`config.mk`:
```
export PLATFORM = sky130hd
export DESIGN_NAME = tpsb_over_pass
export DESIGN_NICKNAME = d
export VERILOG_FILES = /design/src/hdl/two_pass_aa_stroke_blend_top_assert.svh /design/src/hdl/tpsb_over_pass.sv
export SDC_FILE = /design/constraint.sdc
export NUM_CORES = 2
export LEC_CHECK = 0
export BUFFER_PORTS_ARGS = -buffer_cell sky130_fd_sc_hd__buf_2
export CAP_MARGIN = 20
export CORE_MARGIN = 2
export CORE_UTILIZATION = 44
export DETAILED_ROUTE_END_ITERATION = 10
export GPL_TIMING_DRIVEN = 1
export SYNTH_ARGS = -nofsm -noshare
export SYNTH_HDL_FRONTEND = slang
export SYNTH_SLANG_ARGS = --single-unit
export TNS_END_PERCENT = 30
```
`constraint.sdc`:
```
create_clock -name clk -period 8.3 [get_ports clk]
set_input_delay 1.66 -clock clk [delete_from_list [all_inputs] [get_ports clk]]
set_output_delay 1.66 -clock clk [all_outputs]
set_load 0.03 [all_outputs]
```
`src/hdl/two_pass_aa_stroke_blend_top_assert.svh`:
```
// Assertion macros for the two-pass stroke blend block.
// Used by two_pass_aa_stroke_blend_top; no other dependencies.
`ifndef TWO_PASS_AA_STROKE_BLEND_TOP_ASSERT_SVH
`define TWO_PASS_AA_STROKE_BLEND_TOP_ASSERT_SVH

`ifndef SYNTHESIS

`define TPSB_ASSERT_NOW(lbl, clk, rst_n, cond, msg) \
  lbl: assert property (@(posedge clk) disable iff (!rst_n) (cond)) else $error(msg);

`define TPSB_ASSERT_IMPL(lbl, clk, rst_n, ante, cons, msg) \
  lbl: assert property (@(posedge clk) disable iff (!rst_n) (ante) |-> (cons)) else $error(msg);

`else

`define TPSB_ASSERT_NOW(lbl, clk, rst_n, cond, msg)

`define TPSB_ASSERT_IMPL(lbl, clk, rst_n, ante, cons, msg)

`endif

`endif

```
`src/hdl/tpsb_over_pass.sv`:
```
// One premultiplied OVER pass over an ARGB32 pixel, two register stages.
// Multiply-accumulate per channel, then round, divide by 255 and saturate.
module tpsb_over_pass #(
  parameter int FRAC_BITS = 8,
  parameter int TAG_W     = 1
) (
  input  logic                 clk,
  input  logic                 rst_n,
  input  logic                 in_valid,
  input  logic [31:0]          in_pixel,
  input  logic                 in_en,
  input  logic [FRAC_BITS+7:0] in_sa,
  input  logic [FRAC_BITS+7:0] in_keep,
  input  logic [23:0]          in_rgb,
  input  logic [TAG_W-1:0]     in_tag,
  output logic                 out_valid,
  output logic [31:0]          out_pixel,
  output logic [TAG_W-1:0]     out_tag
);

  localparam int ACC_W   = FRAC_BITS + 16;
  localparam int HALF_SI = 255 << (FRAC_BITS - 1);

  logic [7:0]       src [4];
  logic [7:0]       dst [4];
  logic [ACC_W-1:0] acc_nxt [4];
  logic [ACC_W-1:0] acc_r   [4];
  logic [31:0]      pix_r;
  logic             en_r;
  logic             v1_r;
  logic [TAG_W-1:0] tag1_r;
  logic [7:0]       q     [4];
  logic [31:0]      pixel_nxt;
  logic             v2_r;
  logic [31:0]      pixel_r;
  logic [TAG_W-1:0] tag2_r;

  function automatic logic [7:0] div255(input logic [15:0] y);
    logic [15:0] t;
    logic [7:0]  q0;
    logic [16:0] rem;
    logic [8:0]  qf;
    t   = y + (y >> 8);
    q0  = t[15:8];
    rem = {1'b0, y} - ({9'b0, q0} * 17'd255);
    qf  = {1'b0, q0} + ((rem >= 17'd255) ? 9'd1 : 9'd0);
    return (qf > 9'd255) ? 8'd255 : qf[7:0];
  endfunction

  assign src[3] = 8'd255;
  assign src[2] = in_rgb[23:16];
  assign src[1] = in_rgb[15:8];
  assign src[0] = in_rgb[7:0];
  assign dst[3] = in_pixel[31:24];
  assign dst[2] = in_pixel[23:16];
  assign dst[1] = in_pixel[15:8];
  assign dst[0] = in_pixel[7:0];

  for (genvar k = 0; k < 4; k++) begin : g_lane
    assign acc_nxt[k] = ACC_W'(src[k]) * ACC_W'(in_sa) + ACC_W'(dst[k]) * ACC_W'(in_keep)
                        + ACC_W'(HALF_SI);
    assign q[k] = div255(acc_r[k][ACC_W-1:FRAC_BITS]);
  end

  assign pixel_nxt = en_r ? {q[3], q[2], q[1], q[0]} : pix_r;

  always_ff @(posedge clk) begin
    if (!rst_n) begin
      v1_r <= 1'b0;
      v2_r <= 1'b0;
    end else begin
      v1_r <= in_valid;
      v2_r <= v1_r;
    end
  end

  always_ff @(posedge clk) begin
    for (int k = 0; k < 4; k++) begin
      acc_r[k] <= acc_nxt[k];
    end
    pix_r   <= in_pixel;
    en_r    <= in_en;
    tag1_r  <= in_tag;
    pixel_r <= pixel_nxt;
    tag2_r  <= tag1_r;
  end

  assign out_valid = v2_r;
  assign out_pixel = pixel_r;
  assign out_tag   = tag2_r;

endmodule
```
==> metrics.md <==
| Metric | Value |
|---|---|
| Setup TNS | 0 ns |
| Most numerous cell in the Yosys netlist | inv_1 |
| WL/cell | 17.6 µm |
| Critical Path Max Stage Delay | 0.58 ns |
| Synth area leaders | fa_1 (44%), ha_1 (16%), inv_1 (11%), dfxtp_1 (6.0%), nand2_1 (5.2%) |
| Largest net degree at the start of global routing | 43 |
| Worst Hold Class | reg2reg |
| WL final | 110 mm |
| Fin Clk Skew | 0.00967 ns |
| Most used cell, CP | ha_1 |
| Post-synth top area share | 43.6% |
| Maximum capacitance violations | 0 |
| Skew-Pair Late Insertion Delay | 0.49 ns |
| Design area | 47400 µm² |
| Total Routing Usage GR | 22.9% |
| Top Ports | between 100 and 150 |
| Final setup margin | 0.421 ns |
| R2R Setup Slk | roughly 0.42 ns |
| First-pass GRT wire length | about 180 mm |
| Cell Rows | 116 |
| CTS root buffer | clkbuf_16 |
| # fillers | 9644 |
| Cts hold-fix bufs | 0 |
| Die Ht | 321 µm |
| Final critical-path share of the clock period | 94.9% |
| CTS max path bufs | 2 |
| Worst slew pin tran | 0.949 ns |
| P&R area growth vs syn | 7.21% |
| Initial antenna violation count | 19 |
| Initial core utilization | 44.2% |
| Startpoint Class | register |
| Detailed Route Iter0 Violations | 1741 |
| Pre-CTS WS | 0.211 ns |
| Post-Place Cell Area | approximately 47000 µm² |
| Area leader, netlist | fa_1 |
| FMAX | 0.127 GHz |
| Clock Sinks | 133 |
| # nets final | 6548 |
| Sequential fraction of the synthesis area | approximately 6% |
| Total congestion overflow | 0 |
| Worst Setup Path Type | reg2reg |
| Avg Vias per Cell | 5.05 |
| Die Wd | 321 µm |
| Syn. warnings | 0 |
| Top cell types by occurrence after synthesis | inv_1 (1261), fa_1 (963), nand2_1 (613) |
| H-tree levels | 4 |
| Syn avg cell area | 9.10 µm² |
| Status | finished clean |
| Die Area | 103000 µm² |
| Slew margin rel. | a little under two fifths |
| Detail Route Antenna Nets | 0 |
| Cell area after synthesis | 44200 µm² |
| Synth Flop Type | dfxtp_1 |
| Netlist cell types | 72 |
| # DRC | 0 |
| Layout cells sized above 1 | 5.74% |
| Post-Syn Nets | 6463 |
| IO Port Bufs | about 130 |
| Worst-path clk slew | about 0.060 ns |
| Vias | 31568 |
| CP max FO | 8 |
| Routability congestion estimate | 0.880 |
| TritonCTS clock tree | yes |
| Critical path endpoint category | register |
| Critical path required time | 8.64 ns |
| Slew Viols, Final | 0 |
| Worst EP arrival | 8.21 ns |
| Async set-reset flop share out of synthesis | 0% |
| Final Hold Viols | 0 |
| Vias in the first global route | 33743 |
| Fin crit period | 7.88 ns |
| DPL Wire Length | 92.2 mm |
| DRT Pass-1 Iters | 7 |
| Yosys reg bits | 133 |
| Core area | 99900 µm² |
| Slowest CP cell | or4_1 |
| Total CTS buffers | 17 |
| Endpoints failing setup | 0 |
| Post-synth EDFFs | 0 |
| Post-Synthesis Cells | 4853 |
-- stage by stage --
stage          util, %  hold slack, ns  cells
6_report          47.4           0.335   6252
5_1_grt           47.4           0.352   6251
4_1_cts           47.3           0.341   6247
3_5_place_dp      46.7           0.315   6215
3_3_place_gp      46.7           0.318   6215
2_1_floorplan        -           0.310   4853
-- routing by layer --
layer | routed length (µm) | global-route usage (%) | vias up
met1 | 49900 | 32.2 | 16028
met4 | 2260 | 5.35 | 20
li1 | - | - | 14657
met5 | 132 | 0 | -
met2 | 52300 | 37.6 | 732
met3 | 5770 | 2.91 | 131
-- flip-flops by register name, summed over array words and instances, names as in the netlist --
register / flops
en_r: 1
out_valid: 1
pix_r: 32
out_pixel: 32
out_tag: 1
v1_r: 1
tag1_r: 1
acc_r: 64
-- what timing repair did --
action	in CTS	in global routing
buffers inserted	0	2
gates resized for setup	0	18
setup endpoints to repair	0	24
-- layout make-up --
class / count / area, µm² / area share [%]
Sequential cell: 133 / 2660 / 5.62
Clock buffer: 19 / 443 / 0.935
Multi-Input combinational cell: 3309 / 36300 / 76.7
Timing Repair Buffer: 214 / 1380 / 2.91
Clock inverter: 13 / 198 / 0.417
Inverter: 1263 / 4740 / 10.0
Antenna cell: 3 / 7.51 / 0.0159
Tap cell: 1298 / 1620 / 3.43
-- placed cells by master (no fill, tap or decap), drive strengths merged, types with 54 or more instances in the layout --
cell type | Yosys | final
inv | 1261 | 1264
fa | 963 | 963
nand2 | 613 | 613
ha | 554 | 554
and2 | 361 | 361
buf | 3 | 214
dfxtp | 133 | 133
xnor2 | 113 | 113
a21oi | 98 | 98
nor2 | 95 | 95
o21ai | 54 | 54
-- worst max-delay path, delay by kind of cell (launching register included) --
family / cells / cell delay [ns]
XOR/XNOR: 2 / 0.29
AO/OA/AOI/OAI: 11 / 2.40
buffers and inverters: 3 / 0.20
flip-flops: 1 / 0.40
AND/OR/NAND/NOR: 6 / 1.56
adder cells (fa/ha/maj): 9 / 2.86
-- path summary, 6_finish.rpt --
kind | start | cells after the start | to
max | acc_r[1][21] | 31 | out_pixel[12]
min | tag1_r | 0 | out_tag
max reg2reg | acc_r[1][21] | 31 | out_pixel[12]
min reg2reg | tag1_r | 0 | out_tag
-- logic make-up (layout without fill, tap and decap cells) --
| kind of cell | count (synthesis) | in the layout | synth area share [%] |
|---|---|---|---|
| mux | 11 | 11 | 0.261 |
| other cells | 0 | 3 | 0 |
| fa+ha+maj | 1518 | 1518 | 59.4 |
| xor+xnor | 157 | 157 | 3.13 |
| flops | 133 | 133 | 6.03 |
| simple gates | 1253 | 1253 | 13.6 |
| buf+inv | 1411 | 1509 | 12.0 |
| compound gates | 370 | 370 | 5.66 |
Power is not shown: default switching activity piles up to over one toggle a cycle in this logic, so the estimate is an artifact.
