--- src/hdl/two_pass_aa_stroke_blend_top_assert.svh ---
// Assertion macros for the two-pass stroke blend block.
// Used by two_pass_aa_stroke_blend_top; no other dependencies.
`ifndef TWO_PASS_AA_STROKE_BLEND_TOP_ASSERT_SVH
`define TWO_PASS_AA_STROKE_BLEND_TOP_ASSERT_SVH

`ifndef SYNTHESIS

`define TPSB_ASSERT_NOW(lbl, clk, rst_n, cond, msg) \
  lbl: assert property (@(posedge clk) disable iff (!rst_n) (cond)) else $error(msg);

`define TPSB_ASSERT_IMPL(lbl, clk, rst_n, ante, cons, msg) \
  lbl: assert property (@(posedge clk) disable iff (!rst_n) (ante) |-> (cons)) else $error(msg);

`else

`define TPSB_ASSERT_NOW(lbl, clk, rst_n, cond, msg)

`define TPSB_ASSERT_IMPL(lbl, clk, rst_n, ante, cons, msg)

`endif

`endif

--- src/hdl/tpsb_isqrt.sv ---
// Pipelined integer square root, one root bit per register stage.
// Carries a side tag and a valid bit along with each word; no package use.
module tpsb_isqrt #(
  parameter int ROOT_W = 16,
  parameter int TAG_W  = 33
) (
  input  logic                clk,
  input  logic                rst_n,
  input  logic                in_valid,
  input  logic [2*ROOT_W-1:0] in_x,
  input  logic [TAG_W-1:0]    in_tag,
  output logic                out_valid,
  output logic [ROOT_W-1:0]   out_root,
  output logic [TAG_W-1:0]    out_tag
);

  localparam int SQ_W  = 2 * ROOT_W;
  localparam int REM_W = ROOT_W + 2;

  logic              v_r    [ROOT_W];
  logic [SQ_W-1:0]   x_r    [ROOT_W];
  logic [REM_W-1:0]  rem_r  [ROOT_W];
  logic [ROOT_W-1:0] root_r [ROOT_W];
  logic [TAG_W-1:0]  tag_r  [ROOT_W];

  for (genvar i = 0; i < ROOT_W; i++) begin : g_stage
    logic              v_prev;
    logic [SQ_W-1:0]   x_prev;
    logic [REM_W-1:0]  rem_prev;
    logic [ROOT_W-1:0] root_prev;
    logic [TAG_W-1:0]  tag_prev;
    logic [REM_W-1:0]  rem_in;
    logic [REM_W-1:0]  trial;
    logic              take;
    logic [REM_W-1:0]  rem_nxt;
    logic [ROOT_W-1:0] root_nxt;

    if (i == 0) begin : g_first
      assign v_prev    = in_valid;
      assign x_prev    = in_x;
      assign rem_prev  = '0;
      assign root_prev = '0;
      assign tag_prev  = in_tag;
    end else begin : g_next
      assign v_prev    = v_r[i-1];
      assign x_prev    = x_r[i-1];
      assign rem_prev  = rem_r[i-1];
      assign root_prev = root_r[i-1];
      assign tag_prev  = tag_r[i-1];
    end

    assign rem_in   = {rem_prev[ROOT_W-1:0], x_prev[SQ_W-1 -: 2]};
    assign trial    = {root_prev, 2'b01};
    assign take     = (rem_in >= trial);
    assign rem_nxt  = take ? (rem_in - trial) : rem_in;
    assign root_nxt = {root_prev[ROOT_W-2:0], take};

    always_ff @(posedge clk) begin
      if (!rst_n) begin
        v_r[i] <= 1'b0;
      end else begin
        v_r[i] <= v_prev;
      end
    end

    always_ff @(posedge clk) begin
      x_r[i]    <= x_prev << 2;
      rem_r[i]  <= rem_nxt;
      root_r[i] <= root_nxt;
      tag_r[i]  <= tag_prev;
    end
  end

  assign out_valid = v_r[ROOT_W-1];
  assign out_root  = root_r[ROOT_W-1];
  assign out_tag   = tag_r[ROOT_W-1];

endmodule

--- config.mk ---
export PLATFORM = sky130hd
export DESIGN_NAME = tpsb_isqrt
export DESIGN_NICKNAME = d
export VERILOG_FILES = /design/src/hdl/two_pass_aa_stroke_blend_top_assert.svh /design/src/hdl/tpsb_isqrt.sv
export SDC_FILE = /design/constraint.sdc
export NUM_CORES = 1
export LEC_CHECK = 0
export ABC_CLOCK_PERIOD_IN_PS = 4800
export BUFFER_PORTS_ARGS = -buffer_cell sky130_fd_sc_hd__buf_2
export CELL_PAD_IN_SITES_DETAIL_PLACEMENT = 1
export CELL_PAD_IN_SITES_GLOBAL_PLACEMENT = 2
export CORE_ASPECT_RATIO = 1.2
export CORE_MARGIN = 2
export CORE_UTILIZATION = 31
export DETAILED_ROUTE_END_ITERATION = 16
export PLACE_DENSITY_LB_ADDON = 0.1
export SLEW_MARGIN = 20
export SYNTH_ARGS = -nofsm -noshare
export SYNTH_HDL_FRONTEND = slang
export SYNTH_SLANG_ARGS = --single-unit
--- constraint.sdc ---
create_clock -name clk -period 4.8 [get_ports clk]
set_input_delay 0.96 -clock clk [delete_from_list [all_inputs] [get_ports clk]]
set_output_delay 0.96 -clock clk [all_outputs]
set_load 0.03 [all_outputs]
==> parameters.txt <==
Parameter                              Value

Outcome
  Run status ... complete, no violations

Global route
  Met3 Resource Use GR ... 2.43%
  Largest net degree at the start of global routing ... 29
  Most used routing layer ... met2
  Met1 Use GR ... 10.9%
  Global-route wire length before repair ... 93,300 um
  Number of antenna violations at the first check in global routing ... 0
  Total gr overflow ... 0
  Met2 layer usage reported by global route ... 20.6%
  Vias in the first global route ... 18,759
  Global Route Usage Sum ... 10.8%

Routing
  Final routed wire length divided by cell count ... 13.7 um
  Total via count after detailed routing ... 17,424
  Number of iterations in the first detailed-routing pass ... 4
  Post-detailed-route DRC marker count ... 0
  Detailed router's first-iteration violation count ... 501
  Total routed wirelength ... 57,400 um
  Post-route ant nets ... 0
  Via count normalized by instance count ... 4.15

STA
  Fin crit period ... 3.21 ns
  Max Freq ... 312 MHz
  Setup TNS after final layout ... 0 ns
  Number of pins with negative max-slew slack in the final report ... 0
  Share of the clock period used by the worst path ... 66.9%
  Setup repair after global routing missed its margin ... false
  Worst hold slack ... 0.291 ns
  Clk_skew ... 0.0420 ns
  Least-Margin Pin Slew ... 1.01 ns
  Setup violations, final ... 0
  Worst slew margin relative to its limit ... 32.8%
  Final hold violations ... 0

Logic synthesis
  Fraction of synthesis flops using an asynchronous set or reset pin ... 0%
  Biggest area consumer among synthesized cells ... sky130_fd_sc_hd__dfxtp_1
  Number of enable-type register cells in the synthesized netlist ... 0
  Number of warnings issued by yosys ... 0
  Part of the Yosys area used for sequential elements ... 71.2%
  Syn_nets ... 2,750
  Post-synthesis cell type count ... 75
  Post-synthesis register bit count ... 1,144
  Netlist Area Pre-Place ... 0.0322 sq mm
  Area contributors post-synth ... sky130_fd_sc_hd__dfxtp_1 71%, sky130_fd_sc_hd__ha_1 5.9%, sky130_fd_sc_hd__xnor2_1 2.6%
  Cell count after synthesis ... 2,530
  Mean post-synth cell area ... 12.7 sq um
  Area fraction of the dominant cell type after synthesis ... 71.2%
  Top flip-flop cell by instance count after synthesis ... sky130_fd_sc_hd__dfxtp_1

Setup path
  Critical path endpoint category ... flop
  CP delay by family, top ... compound AO/OA/AOI/OAI gates
  Cell-by-cell listing of the critical path ... inv_1 -> ha_1 -> nor2b_1 -> o21ai_1 -> a21boi_1 -> or3_1 -> a2111oi_4 -> or3_1 -> nor3b_1 -> xor2_1
  CP max stage delay ... 0.96 ns
  Critical Path Source Type ... flop
  Worst-path maximum fanout ... 18
  CP most frequent cell ... sky130_fd_sc_hd__or3_1
  Slowest cell on crit path ... sky130_fd_sc_hd__a2111oi_4
  Crit path buf inv count ... 1
  Critical path required time ... 5.34 ns
  Data arrival at the endpoint of the critical path ... 3.75 ns
  Worst setup path category ... flop to flop

Finish
  Most frequent cells in the layout ... 1,144 x sky130_fd_sc_hd__dfxtp_1, 189 x sky130_fd_sc_hd__inv_1, 152 x sky130_fd_sc_hd__ha_1, 117 x sky130_fd_sc_hd__buf_2, 115 x sky130_fd_sc_hd__nand2_1
  Inserted Diodes ... 0
  Syn-to-layout area delta ... 18.6%
  Filler Cell Count ... 11,044
  Total number of nets in the final design ... 2,961
  Commonest non-fill, non-tap cell in the layout ... sky130_fd_sc_hd__dfxtp_1
  Share of cells above drive strength 1 ... 12.4%

CTS
  Setup Buffers After CTS ... 0
  Sinks on Clock Net ... 1,144
  Worst skew pair latency ... 0.69 ns
  Htree depth ... 3
  Maximum root-to-sink buffer count ... 3
  TritonCTS clock tree ... built
  Cts hold-fix bufs ... 0
  Clock-pin slew on the worst setup and hold paths ... 0.06 ns
  CTS buffer count ... 113
  Root cell of the clock tree ... sky130_fd_sc_hd__clkbuf_16
  Quantity of gates resized following cts ... 0

Floorplanning
  Floorplan core area ... 0.103 sq mm
  Site Rows ... 129
  Die height ... 357 um
  Die extent in x ... 298 um
  Starting density of the core ... 31.2%
  Total Die Area ... 0.106 sq mm
  Number of I/O pins ... 118

Power
  Total design power ... 23.1 mW
  Power Density ... 604 mW/mm^2
  Leak Pwr ... 17.3 nW
  Worst IR Drop VDD ... 0.310 mV

Job
  Number of max-cap violations ... 0

Placement
  Port Buffer Count ... 117
  Dpl hpwl ... 41,700 um
  Final weighted congestion of routability-driven global placement ... 0.848

Hold path
  Class of the worst hold path ... flop to flop
-- state kept, by name, summed over array words and instances (netlist names) --
name and cells:
rem_r 224, v_r 16, x_r 240, tag_r 528, root_r 136
-- cell type report --
cell class	instances	area, sq um	area share (%)
well taps	1375	1720	4.51
repair buffers	121	616	1.61
inverters	190	713	1.87
clock inverters	35	492	1.29
clock buffers	167	3280	8.60
flip-flops and latches	1144	22900	60.0
multi-input cells	1171	8430	22.1
-- synth_stat cells (6+ instances only) --
cell type,instances
sky130_fd_sc_hd__o21ai_0,97
sky130_fd_sc_hd__o211ai_1,7
sky130_fd_sc_hd__mux2_4,9
sky130_fd_sc_hd__clkbuf_1,10
sky130_fd_sc_hd__ha_1,152
sky130_fd_sc_hd__or2_2,14
sky130_fd_sc_hd__nand3_1,19
sky130_fd_sc_hd__xor2_1,70
sky130_fd_sc_hd__nor3b_1,6
sky130_fd_sc_hd__nor2b_1,22
sky130_fd_sc_hd__nor3_1,35
sky130_fd_sc_hd__inv_1,189
sky130_fd_sc_hd__a31oi_1,10
sky130_fd_sc_hd__xnor2_1,94
sky130_fd_sc_hd__a211oi_1,11
sky130_fd_sc_hd__nor2_1,99
sky130_fd_sc_hd__a2111oi_0,6
sky130_fd_sc_hd__a21o_1,41
sky130_fd_sc_hd__o21bai_1,11
sky130_fd_sc_hd__nand2_1,115
sky130_fd_sc_hd__nor4_1,17
sky130_fd_sc_hd__or3_1,20
sky130_fd_sc_hd__a21oi_1,100
sky130_fd_sc_hd__nand2b_1,29
sky130_fd_sc_hd__and2_1,23
sky130_fd_sc_hd__or4_1,10
sky130_fd_sc_hd__mux2_2,20
sky130_fd_sc_hd__nand4_1,18
sky130_fd_sc_hd__o31ai_1,11
sky130_fd_sc_hd__buf_2,8
sky130_fd_sc_hd__dfxtp_1,1144
sky130_fd_sc_hd__o21a_1,28
sky130_fd_sc_hd__o31a_1,6
-- cells by family (layout without fill, tap and decap cells) --
group / count (synthesis) / count (layout) / synth area share [%]
simple gates: 447 / 447 / 7.00
compound gates: 373 / 373 / 7.46
buf+inv: 215 / 513 / 2.69
xor+xnor: 164 / 164 / 4.46
flops: 1144 / 1144 / 71.2
other cells: 1 / 1 / 0.0117
fa+ha+maj: 152 / 152 / 5.91
mux: 34 / 34 / 1.28
-- per-layer routing --
metal | part of all wire, % | vias to the layer above
li1 | - | 8793
met5 | 0 | -
met3 | 4.2 | 145
met2 | 53 | 250
met1 | 38 | 8236
met4 | 4.4 | 0
-- final timing paths --
kind / startpoint / endpoint / slack [ns] / cells past startpoint
setup / recovery: root_r[0][112] / rem_r[1][15] / 1.59 / 10
hold / removal: x_r[9][27] / x_r[10][29] / 0.29 / 0
setup reg to reg: root_r[0][112] / rem_r[1][15] / 1.59 / 10
hold reg to reg: x_r[9][27] / x_r[10][29] / 0.29 / 0
-- where the power goes --
part	internal (mW)	total, mW	switching (mW)
Sequential	10.7	11.3	0.642
Clock	5.07	8.68	3.61
Combinational	1.43	3.05	1.63
-- through the flow --
step | area [sq um] | utilization, % | cells | setup slack [ns]
CTS | 38200 | 37.0 | 4203 | 1.59
global placement | 34400 | 33.4 | 4001 | 1.53
floorplan | 32200 | - | 2530 | 2.32
finish | 38200 | 37.0 | 4203 | 1.59
global route | 38200 | 37.0 | 4203 | 1.42
detailed placement | 34400 | 33.4 | 4001 | 1.66
(Power assumes the default switching activity.)
